===== src/rtl/core/frt_pkg.sv =====
// ----------------------------------------------------------------------------
// frt_pkg
// Shared types for the freed region tracker: request commands, table entry
// layout and the command/status groups between controller and datapath.
// ----------------------------------------------------------------------------
package frt_pkg;

   typedef enum logic [1:0] {
      CMD_REGISTER   = 2'd0,
      CMD_UNREGISTER = 2'd1,
      CMD_DOUBLE     = 2'd2,
      CMD_USE        = 2'd3
   } cmd_type;

   typedef struct packed {
      logic        valid;
      logic [31:0] bytes;
      logic [31:0] start;
   } entry_type;

   // Controller to datapath.
   typedef struct packed {
      logic capture;
      logic scan;
      logic finish;
   } ctl_type;

   // Datapath to controller.
   typedef struct packed {
      logic done;
   } status_type;

endpackage


===== src/rtl/core/frt_ctrl.sv =====
// ----------------------------------------------------------------------------
// frt_ctrl
// Sequencer for the tracker: accepts one request, runs the table scan when
// the command needs one, and hands the result to the response register.
// ----------------------------------------------------------------------------
module frt_ctrl (
   input  logic                clock,
   input  logic                reset,
   input  logic                req_valid,
   output logic                req_stall,
   input  logic [1:0]          req_command,
   output logic                rsp_valid,
   input  logic                rsp_stall,
   output frt_pkg::ctl_type    ctl,
   input  frt_pkg::status_type status
);

   typedef enum logic [1:0] {
      ST_IDLE,
      ST_SCAN,
      ST_DONE
   } state_type;

   state_type state_ff, state_in;
   logic      rsp_valid_ff, rsp_valid_in;
   logic      out_free;

   assign out_free  = !rsp_valid_ff || !rsp_stall;
   assign req_stall = (state_ff != ST_IDLE);
   assign rsp_valid = rsp_valid_ff;

   always_comb begin
      ctl          = '0;
      state_in     = state_ff;
      rsp_valid_in = rsp_valid_ff;
      if (rsp_valid_ff && !rsp_stall) begin
         rsp_valid_in = 1'b0;
      end
      case (state_ff)
         ST_IDLE: begin
            if (req_valid) begin
               ctl.capture = 1'b1;
               if (frt_pkg::cmd_type'(req_command) == frt_pkg::CMD_REGISTER) begin
                  state_in = ST_DONE;
               end else begin
                  state_in = ST_SCAN;
               end
            end
         end
         ST_SCAN: begin
            ctl.scan = 1'b1;
            if (status.done) begin
               state_in = ST_DONE;
            end
         end
         ST_DONE: begin
            // Hold the result until the response register can take it.
            if (out_free) begin
               ctl.finish   = 1'b1;
               rsp_valid_in = 1'b1;
               state_in     = ST_IDLE;
            end
         end
         default: begin
            state_in = ST_IDLE;
         end
      endcase
   end

   always_ff @(posedge clock) begin
      if (reset) begin
         state_ff     <= ST_IDLE;
         rsp_valid_ff <= 1'b0;
      end else begin
         state_ff     <= state_in;
         rsp_valid_ff <= rsp_valid_in;
      end
   end

endmodule


===== config.mk =====
export PLATFORM = sky130hd
export DESIGN_NAME = frt_ctrl
export DESIGN_NICKNAME = d
export VERILOG_FILES = /design/src/rtl/core/frt_pkg.sv /design/src/rtl/core/frt_ctrl.sv
export SDC_FILE = /design/constraint.sdc
export NUM_CORES = 1
export LEC_CHECK = 0
export BUFFER_PORTS_ARGS = -buffer_cell sky130_fd_sc_hd__buf_2
export CAP_MARGIN = 20
export CORE_AREA = 2 2 39 41
export CTS_BUF_LIST = sky130_fd_sc_hd__clkbuf_16
export CTS_CLUSTER_SIZE = 20
export DETAILED_ROUTE_END_ITERATION = 10
export DIE_AREA = 0 0 41 43
export GPL_ROUTABILITY_DRIVEN = 0
export PLACE_DENSITY = 0.3
export SYNTH_ARGS = -nofsm -noshare
export SYNTH_HDL_FRONTEND = slang
export SYNTH_SLANG_ARGS = --single-unit

===== constraint.sdc =====
create_clock -name clock -period 1.1 [get_ports clock]
set_input_delay 0.11 -clock clock [delete_from_list [all_inputs] [get_ports clock]]
set_output_delay 0.11 -clock clock [all_outputs]
set_load 0.02 [all_outputs]

Word level (Yosys, flattened, before mapping) --
Cells that the tools add are included.
Word-level totals: logic and storage cells 28, bits in registers 3
Operators by class: equal/unequal tests 5, reductions and logical operators 8, mux-type cells 13
Operator list (number):
- 1-bit 2-to-1 mux | 8
- 2-bit 2-to-1 mux | 4
- 2-bit inequality test (second input constant) | 3
- 2-bit one-hot mux with 3 select lines | 1
- 2-bit zero test | 2
- 3-bit AND reduction | 1
- 2-bit by 1-bit == test with 1-bit output (second input constant) | 1
- 2-bit == test (second input constant) | 1
- 1-bit zero test | 2
- 2-bit nonzero test | 1
- 1-bit logical AND | 1
- 1-bit logical OR | 1

Depth between registers and ports, before layout --
Gate-level depths: netlist (run 1).
word-level depth 5, gate-level depth with buffers 3, mapped depth without buffers 3

Worst setup path before layout (run 1) --
No wires, ideal clock.
kind register -> register, start register state_ff[0], end register state_ff[1], buffers on the path 0, stages on the path, launching flop included 4, arrival time 1.018 ns, setup slack 0.019 ns, period minus slack after synthesis 1.081 ns, path through dfxtp_1 nor2b_1 a221oi_2 nor2_2
On the way: longest elaborated chain between the ends 3
RTL lines:
- start, declared | line frt_ctrl.sv:24 | state_type state_ff, state_in;
- start signal, assigned | line frt_ctrl.sv:75 | state_ff <= state_in;
- 2-bit == test, or another cell as far along | line frt_ctrl.sv:39 | case (state_ff)
- 2-bit inequality test (no line)
- 3-bit AND reduction (no line)
Several ways; a longest one is shown, not always the timed one. A chain may end at the register's enable or synchronous reset.

Final worst setup path (run 1) --
start register state_ff[1], end output port req_stall
On the way: longest elaborated chain between the ends 1
RTL lines:
- 2-bit nonzero test | line frt_ctrl.sv:29 | assign req_stall = (state_ff != ST_IDLE);
- end, declared | line frt_ctrl.sv:10 | output logic req_stall,
Every way passes these cells.

==> out/metrics.yaml, run 1 <==
grt:
  grt_pass1_vias: 180
  grtUsageTotal: 0.0703
  grt_antenna_before_repair: 0
  grt_pass1_wl_um: 662
  grt_max_degree: 7
  overflow: 0
detailed_routing:
  drc: 0
  ant_nets: 0
  wl_per_cell_um: 10.5
  drtPass1Iterations: 1
  wl_um: 505
  viasPerCell: 3.90
  dr_total_vias: 187
  drt-initial-drc-count: 0
floorplanning:
  dieArea_um2: 1760
  row_count: 14
  core_um2: 1380
  ios: 12
  die_y_um: 43
  die_x_um: 41
  initial_utilization: 0.117
timing:
  slew_violations: 0
  final.setup.tns_ps: 0
  fin_crit_ps: 1080
  final_hold_viol_count: 0
  setup_viol: 0
  worst_slack_ps: 18.8
  slew_headroom: 0.853
  fmax_mhz: 925
  min_period_over_period: 0.983
  rsz0062_at_grt: "true"
  clock_skew_ps: 1.84
  hold_slack_ps: 84.3
  worstMarginPinSlew_ps: 221
pwr:
  power_leakage_nw: 0.162
  power_mw: 0.795
  irDropWorstVdd_v: 0.000589
  powerDensity_nw_per_um2: 2190
critical_path:
  cpMaxStageDelayCell: "dfxtp_4"
  critPathKind: "flip-flop to output port"
  path_buf_inv: 1
  critPathCaptureType: "output port"
  cp.arrival_ps: 970
  crit_path_start_kind: "flip-flop"
  worstPathRequired_ps: 990
  crit_chain: "or2_1, buf_6"
  crit_fanout: 6
  critPathTopFamily: "flip-flops"
  cpPeakStageDelay_ps: 370
  r2r_slack_ps: 150
run:
  max_cap_violations: 0
clock_network:
  clk_latency_ps: 220
  tritoncts: "yes"
  cts.htree.levels: 1
  clock_tree.buffer_depth: 2
  cts-hold-fix-buffers: 0
  clock_sinks: 3
  postCtsSetupBuffers: 0
  clkSlewWorstSetupHoldPaths_ps: 30
  cts_buffers: 3
  root_buffer: "clkbuf_16"
cells_and_area:
  final_cells: 48
  fin_area_um2: 363
  nets: 40
  synthToLayoutAreaGrowth_pct: 125
  fill_cells: 153
  final_util: 0.262
  num_antenna_cells: 0
  drive_gt1_frac: 0.688
  mostFrequentLayoutCells: "7 x buf_2, 3 x clkbuf_16, 2 x buf_6, 2 x buf_4"
  layout.cells.most_common: "buf_2"
hold_path:
  hold_class: "input pin to flip-flop"
status:
  status: "finished, final reports clean"
placed_design:
  dp_cells: 44
  placed_cell_area_um2: 236
  io_buffers: 11
  place_ws_ps: 121
yosys:
  synth_top_area_share: 0.372
  avgSynthCellArea_um2: 9.49
  synth-seq-area-share: 0.372
  ys_warn_count: 0
  syn_nets: 24
  yosysUniqueCellTypes: 14
  synth_largest_area_cell: "dfxtp_1"
  synth_area_leaders: "dfxtp_1 37%, a221oi_2 9.3%, nor3b_2 7.8%, mux2_1 7.0%, a21oi_1 6.2%"
  synth_seq_cells: 3
  synthCells: 17
  syn_area_um2: 161
worst register-to-register path: stages (launching register included):
cell and delay, ps:
dfxtp_2 380, and4b_1 220, a221oi_2 200, nor2_2 40
worst paths after layout:
check	from	cells past startpoint	endpoint
setup reg to reg	state_ff[0]$_SDFFE_PP0P_	3	state_ff[1]$_SDFFE_PP0P_
hold / removal	reset	2	state_ff[1]$_SDFFE_PP0P_
setup / recovery	state_ff[1]$_SDFFE_PP0P_	2	req_stall
hold reg to reg	state_ff[1]$_SDFFE_PP0P_	1	state_ff[0]$_SDFFE_PP0P_
state kept, by name (all words and copies together), names as in the netlist:
signal	flops
rsp_valid	1
state_ff	2
final cells by class:
type / count / area (um2) / area share
Clock inverter: 1 / 3.75 / 0.0103
Sequential cell: 3 / 65.1 / 0.179
Tap cell: 16 / 20.0 / 0.0552
Timing Repair Buffer: 11 / 72.6 / 0.200
Clock buffer: 3 / 75.1 / 0.207
Multi-Input combinational cell: 14 / 126 / 0.348
synth_stat cells:
library cell  n
a21oi_1       2
a221oi_2      1
and4b_1       1
dfxtp_1       3
mux2_1        1
nand2_1       1
nand2b_1      1
nor2_1        1
nor2_2        1
nor2b_1       1
nor3_1        1
nor3b_2       1
o21ai_0       1
or2_1         1
power by group:
| group | leakage, nW | internal (mW) | switching, mW |
|---|---|---|---|
| clock network | 0.0423 | 0.469 | 0.103 |
| registers | 0.0256 | 0.116 | 0.0122 |
| logic | 0.0937 | 0.0523 | 0.0432 |
| total | 0.162 | 0.637 | 0.158 |
layer usage:
| metal | global-route usage | routed length (um) | up-vias |
|---|---|---|---|
| met2 | 0.0750 | 227 | 14 |
| met3 | 0.0471 | 64 | 4 |
| met5 | 0 | 0 | - |
| li1 | - | - | 92 |
| met1 | 0.0611 | 185 | 77 |
| met4 | 0.120 | 27 | 0 |
timing repair:
action	in CTS	in global routing
pin swaps	1	0
gates resized for setup	7	7
gates cloned	0	0
endpoints found under the setup margin	3	3
cells by family after synthesis:
kind of cell / Yosys count / synth area share
compound gates: 4 / 0.186
simple gates: 9 / 0.372
mux: 1 / 0.0698
flops: 3 / 0.372
No activity file was read; power rests on OpenSTA's default activity.
==> run 2: changes to the inputs <==
==> constraint.sdc (replaced) <==
create_clock -name clock -period 1 [get_ports clock]
set_input_delay 0.1 -clock clock [delete_from_list [all_inputs] [get_ports clock]]
set_output_delay 0.1 -clock clock [all_outputs]
set_load 0.02 [all_outputs]
==> out/metrics.yaml, run 2 (synthesized netlist as in run 1, its figures left out) <==
status:
  status: "finished, violations left"
  failed_checks: "setup timing"
clock_network:
  tritoncts: "yes"
  clock_tree.buffer_depth: 2  # unchanged
  clkSlewWorstSetupHoldPaths_ps: 30  # about the same
  root_buffer: "clkbuf_16"
  clock_sinks: 3  # unchanged
  clk_latency_ps: 220  # about the same
  cts.htree.levels: 1  # unchanged
  cts_buffers: 3  # unchanged
grt:
  grt_pass1_vias: 172  # -4.4%
  grtUsageTotal: 0.0671  # -0.00315
  grt-busiest-layer: "met4"
  grtUsageMet1: 0.0703  # +0.00919
  overflow: 0  # unchanged
  globalRouteMet2Util: 0.0750  # unchanged
  grtUsageMet3: 0.0471  # unchanged
  grt_antenna_before_repair: 0  # unchanged
  grt_max_degree: 7  # unchanged
  grt_pass1_wl_um: 690  # +4.2%
floorplanning:
  die_x_um: 41  # unchanged
  core_um2: 1380  # unchanged
  row_count: 14  # unchanged
  initial_utilization: 0.117  # unchanged
  dieArea_um2: 1760  # unchanged
  ios: 12  # unchanged
  die_y_um: 43  # unchanged
cells_and_area:
  layout.cells.most_common: "buf_2"
  nets: 41  # +2.5%
  largest_register_ffs: 2  # unchanged
  drive_gt1_frac: 0.697  # +0.00947
  synthToLayoutAreaGrowth_pct: 122
  top_register: "state_ff"
  mostFrequentLayoutCells: "7 x buf_2, 4 x buf_4, 3 x clkbuf_16"
  num_antenna_cells: 0  # unchanged
placed_design:
  io_buffers: 11  # unchanged
  place_ws_ps: -4.67  # -126 ps
run:
  max_cap_violations: 0  # unchanged
detailed_routing:
  drtPass1Iterations: 2  # +1
  viasPerCell: 3.80  # -2.6%
  drt-initial-drc-count: 1  # +1
  dr_total_vias: 186  # -0.53%
  wl_um: 448  # -11%
  wl_per_cell_um: 9.14  # -13%
  ant_nets: 0  # unchanged
  drc: 0  # unchanged
timing:
  rsz0062_at_grt: "true"
  worstMarginPinSlew_ps: 245  # +24.1 ps
  fin_crit_ps: 1050
  slew_headroom: 0.837  # -0.0161
  slew_violations: 0  # unchanged
  final_hold_viol_count: 0  # unchanged
  min_period_over_period: 1.05
  fmax_mhz: 951
  setup_viol: 4  # +4
  worst_slack_ps: -51.6  # -70.4 ps
  clock_skew_ps: 0.339  # -1.50 ps
pwr:
  power_mw: 0.861  # +8.2%
  cellInternalPower_mw: 0.696  # +9.3%
  power_leakage_nw: 0.163  # +0.96%
  irDropWorstVdd_v: 0.000866  # +47%
  power.switching_mw: 0.165  # +4.0%
  pwr-share-seq: 0.159  # -0.002
  p_sw_frac: 0.191  # -0.00785
  powerDensity_nw_per_um2: 2410  # +9.7%
  p_clk_frac: 0.724  # +0.005
  power_frac_comb: 0.118  # -0.002
critical_path:
  cpMaxStageDelayCell: "dfxtp_4"
  crit_path_start_kind: "flip-flop"
  worstPathRequired_ps: 900  # -90 ps
  crit_fanout: 6  # unchanged
  critPathKind: "flip-flop to output port"
  crit_chain: "or2_1, buf_6"
  critPathCaptureType: "output port"
  cp.arrival_ps: 950  # -20 ps
  cpPeakStageDelay_ps: 360  # about the same
hold_path:
  hold_class: "input pin to flip-flop"
[run 2: cell types whose count changed in the layout (fill, tap and decap cells not counted), sizes merged]
cell | before | now
buf | 11 | 12
[run 2: layout make-up]
type                    instances  area, um2
clock buffers                   3       75.1
clock inverters                 1       3.75
repair buffers                 12       76.3
well taps                      16       20.0
fillers                       163       1030
multi-input cells              14        115
flip-flops and latches          3       67.6
[run 2: timing repair]
item | in CTS | in global routing
hold buffers | 0 | 0
setup endpoints to repair | 5 | 5
cloned | 0 | 0
resized for setup | 11 | 0
buffers inserted | 1 | 0
pin swaps | 2 | 1
[run 2: routing by layer]
layer / share of wire / up-vias
met3: 0.15 / 3
li1: - / 93
met2: 0.39 / 12
met4: 0.033 / 0
met1: 0.42 / 78
met5: 0 / -
[run 2: per-stage QoR]
step	hold slack (ps)	std cells	util	setup TNS [ps]	area (um2)
floorplan	167	17	-	0	164
global placement	301	44	0.173	-15.2	239
detailed placement	314	44	0.173	-4.67	239
CTS	72.9	49	0.259	-170	358
global route	88.0	49	0.259	-375	358
finish	67.0	49	0.259	-163	358
[run 2: final timing paths]
check	slack (ps)	depth (start not counted)	to	startpoint
hold / removal	70	2	state_ff[1]$_SDFFE_PP0P_	reset
setup reg to reg	20	4	state_ff[1]$_SDFFE_PP0P_	state_ff[1]$_SDFFE_PP0P_
hold reg to reg	480	1	state_ff[0]$_SDFFE_PP0P_	state_ff[1]$_SDFFE_PP0P_
setup / recovery	-50	2	req_stall	state_ff[1]$_SDFFE_PP0P_
[run 2: power by group through the flow]
stage,combinational (mW),clock [mW],sequential (mW)
detailed placement,0.0820,0,0.138
global placement,0.0804,0,0.139
CTS,0.103,0.633,0.137
global route,0.111,0.652,0.139
floorplan,0.0472,0,0.138
finish,0.101,0.623,0.137
[run 2: critical path, delay by kind of cell, from the launching register on]
family / cells / cell delay (ps)
flip-flops: 1 / 360
buffers and inverters: 1 / 130
AND/OR/NAND/NOR: 1 / 240
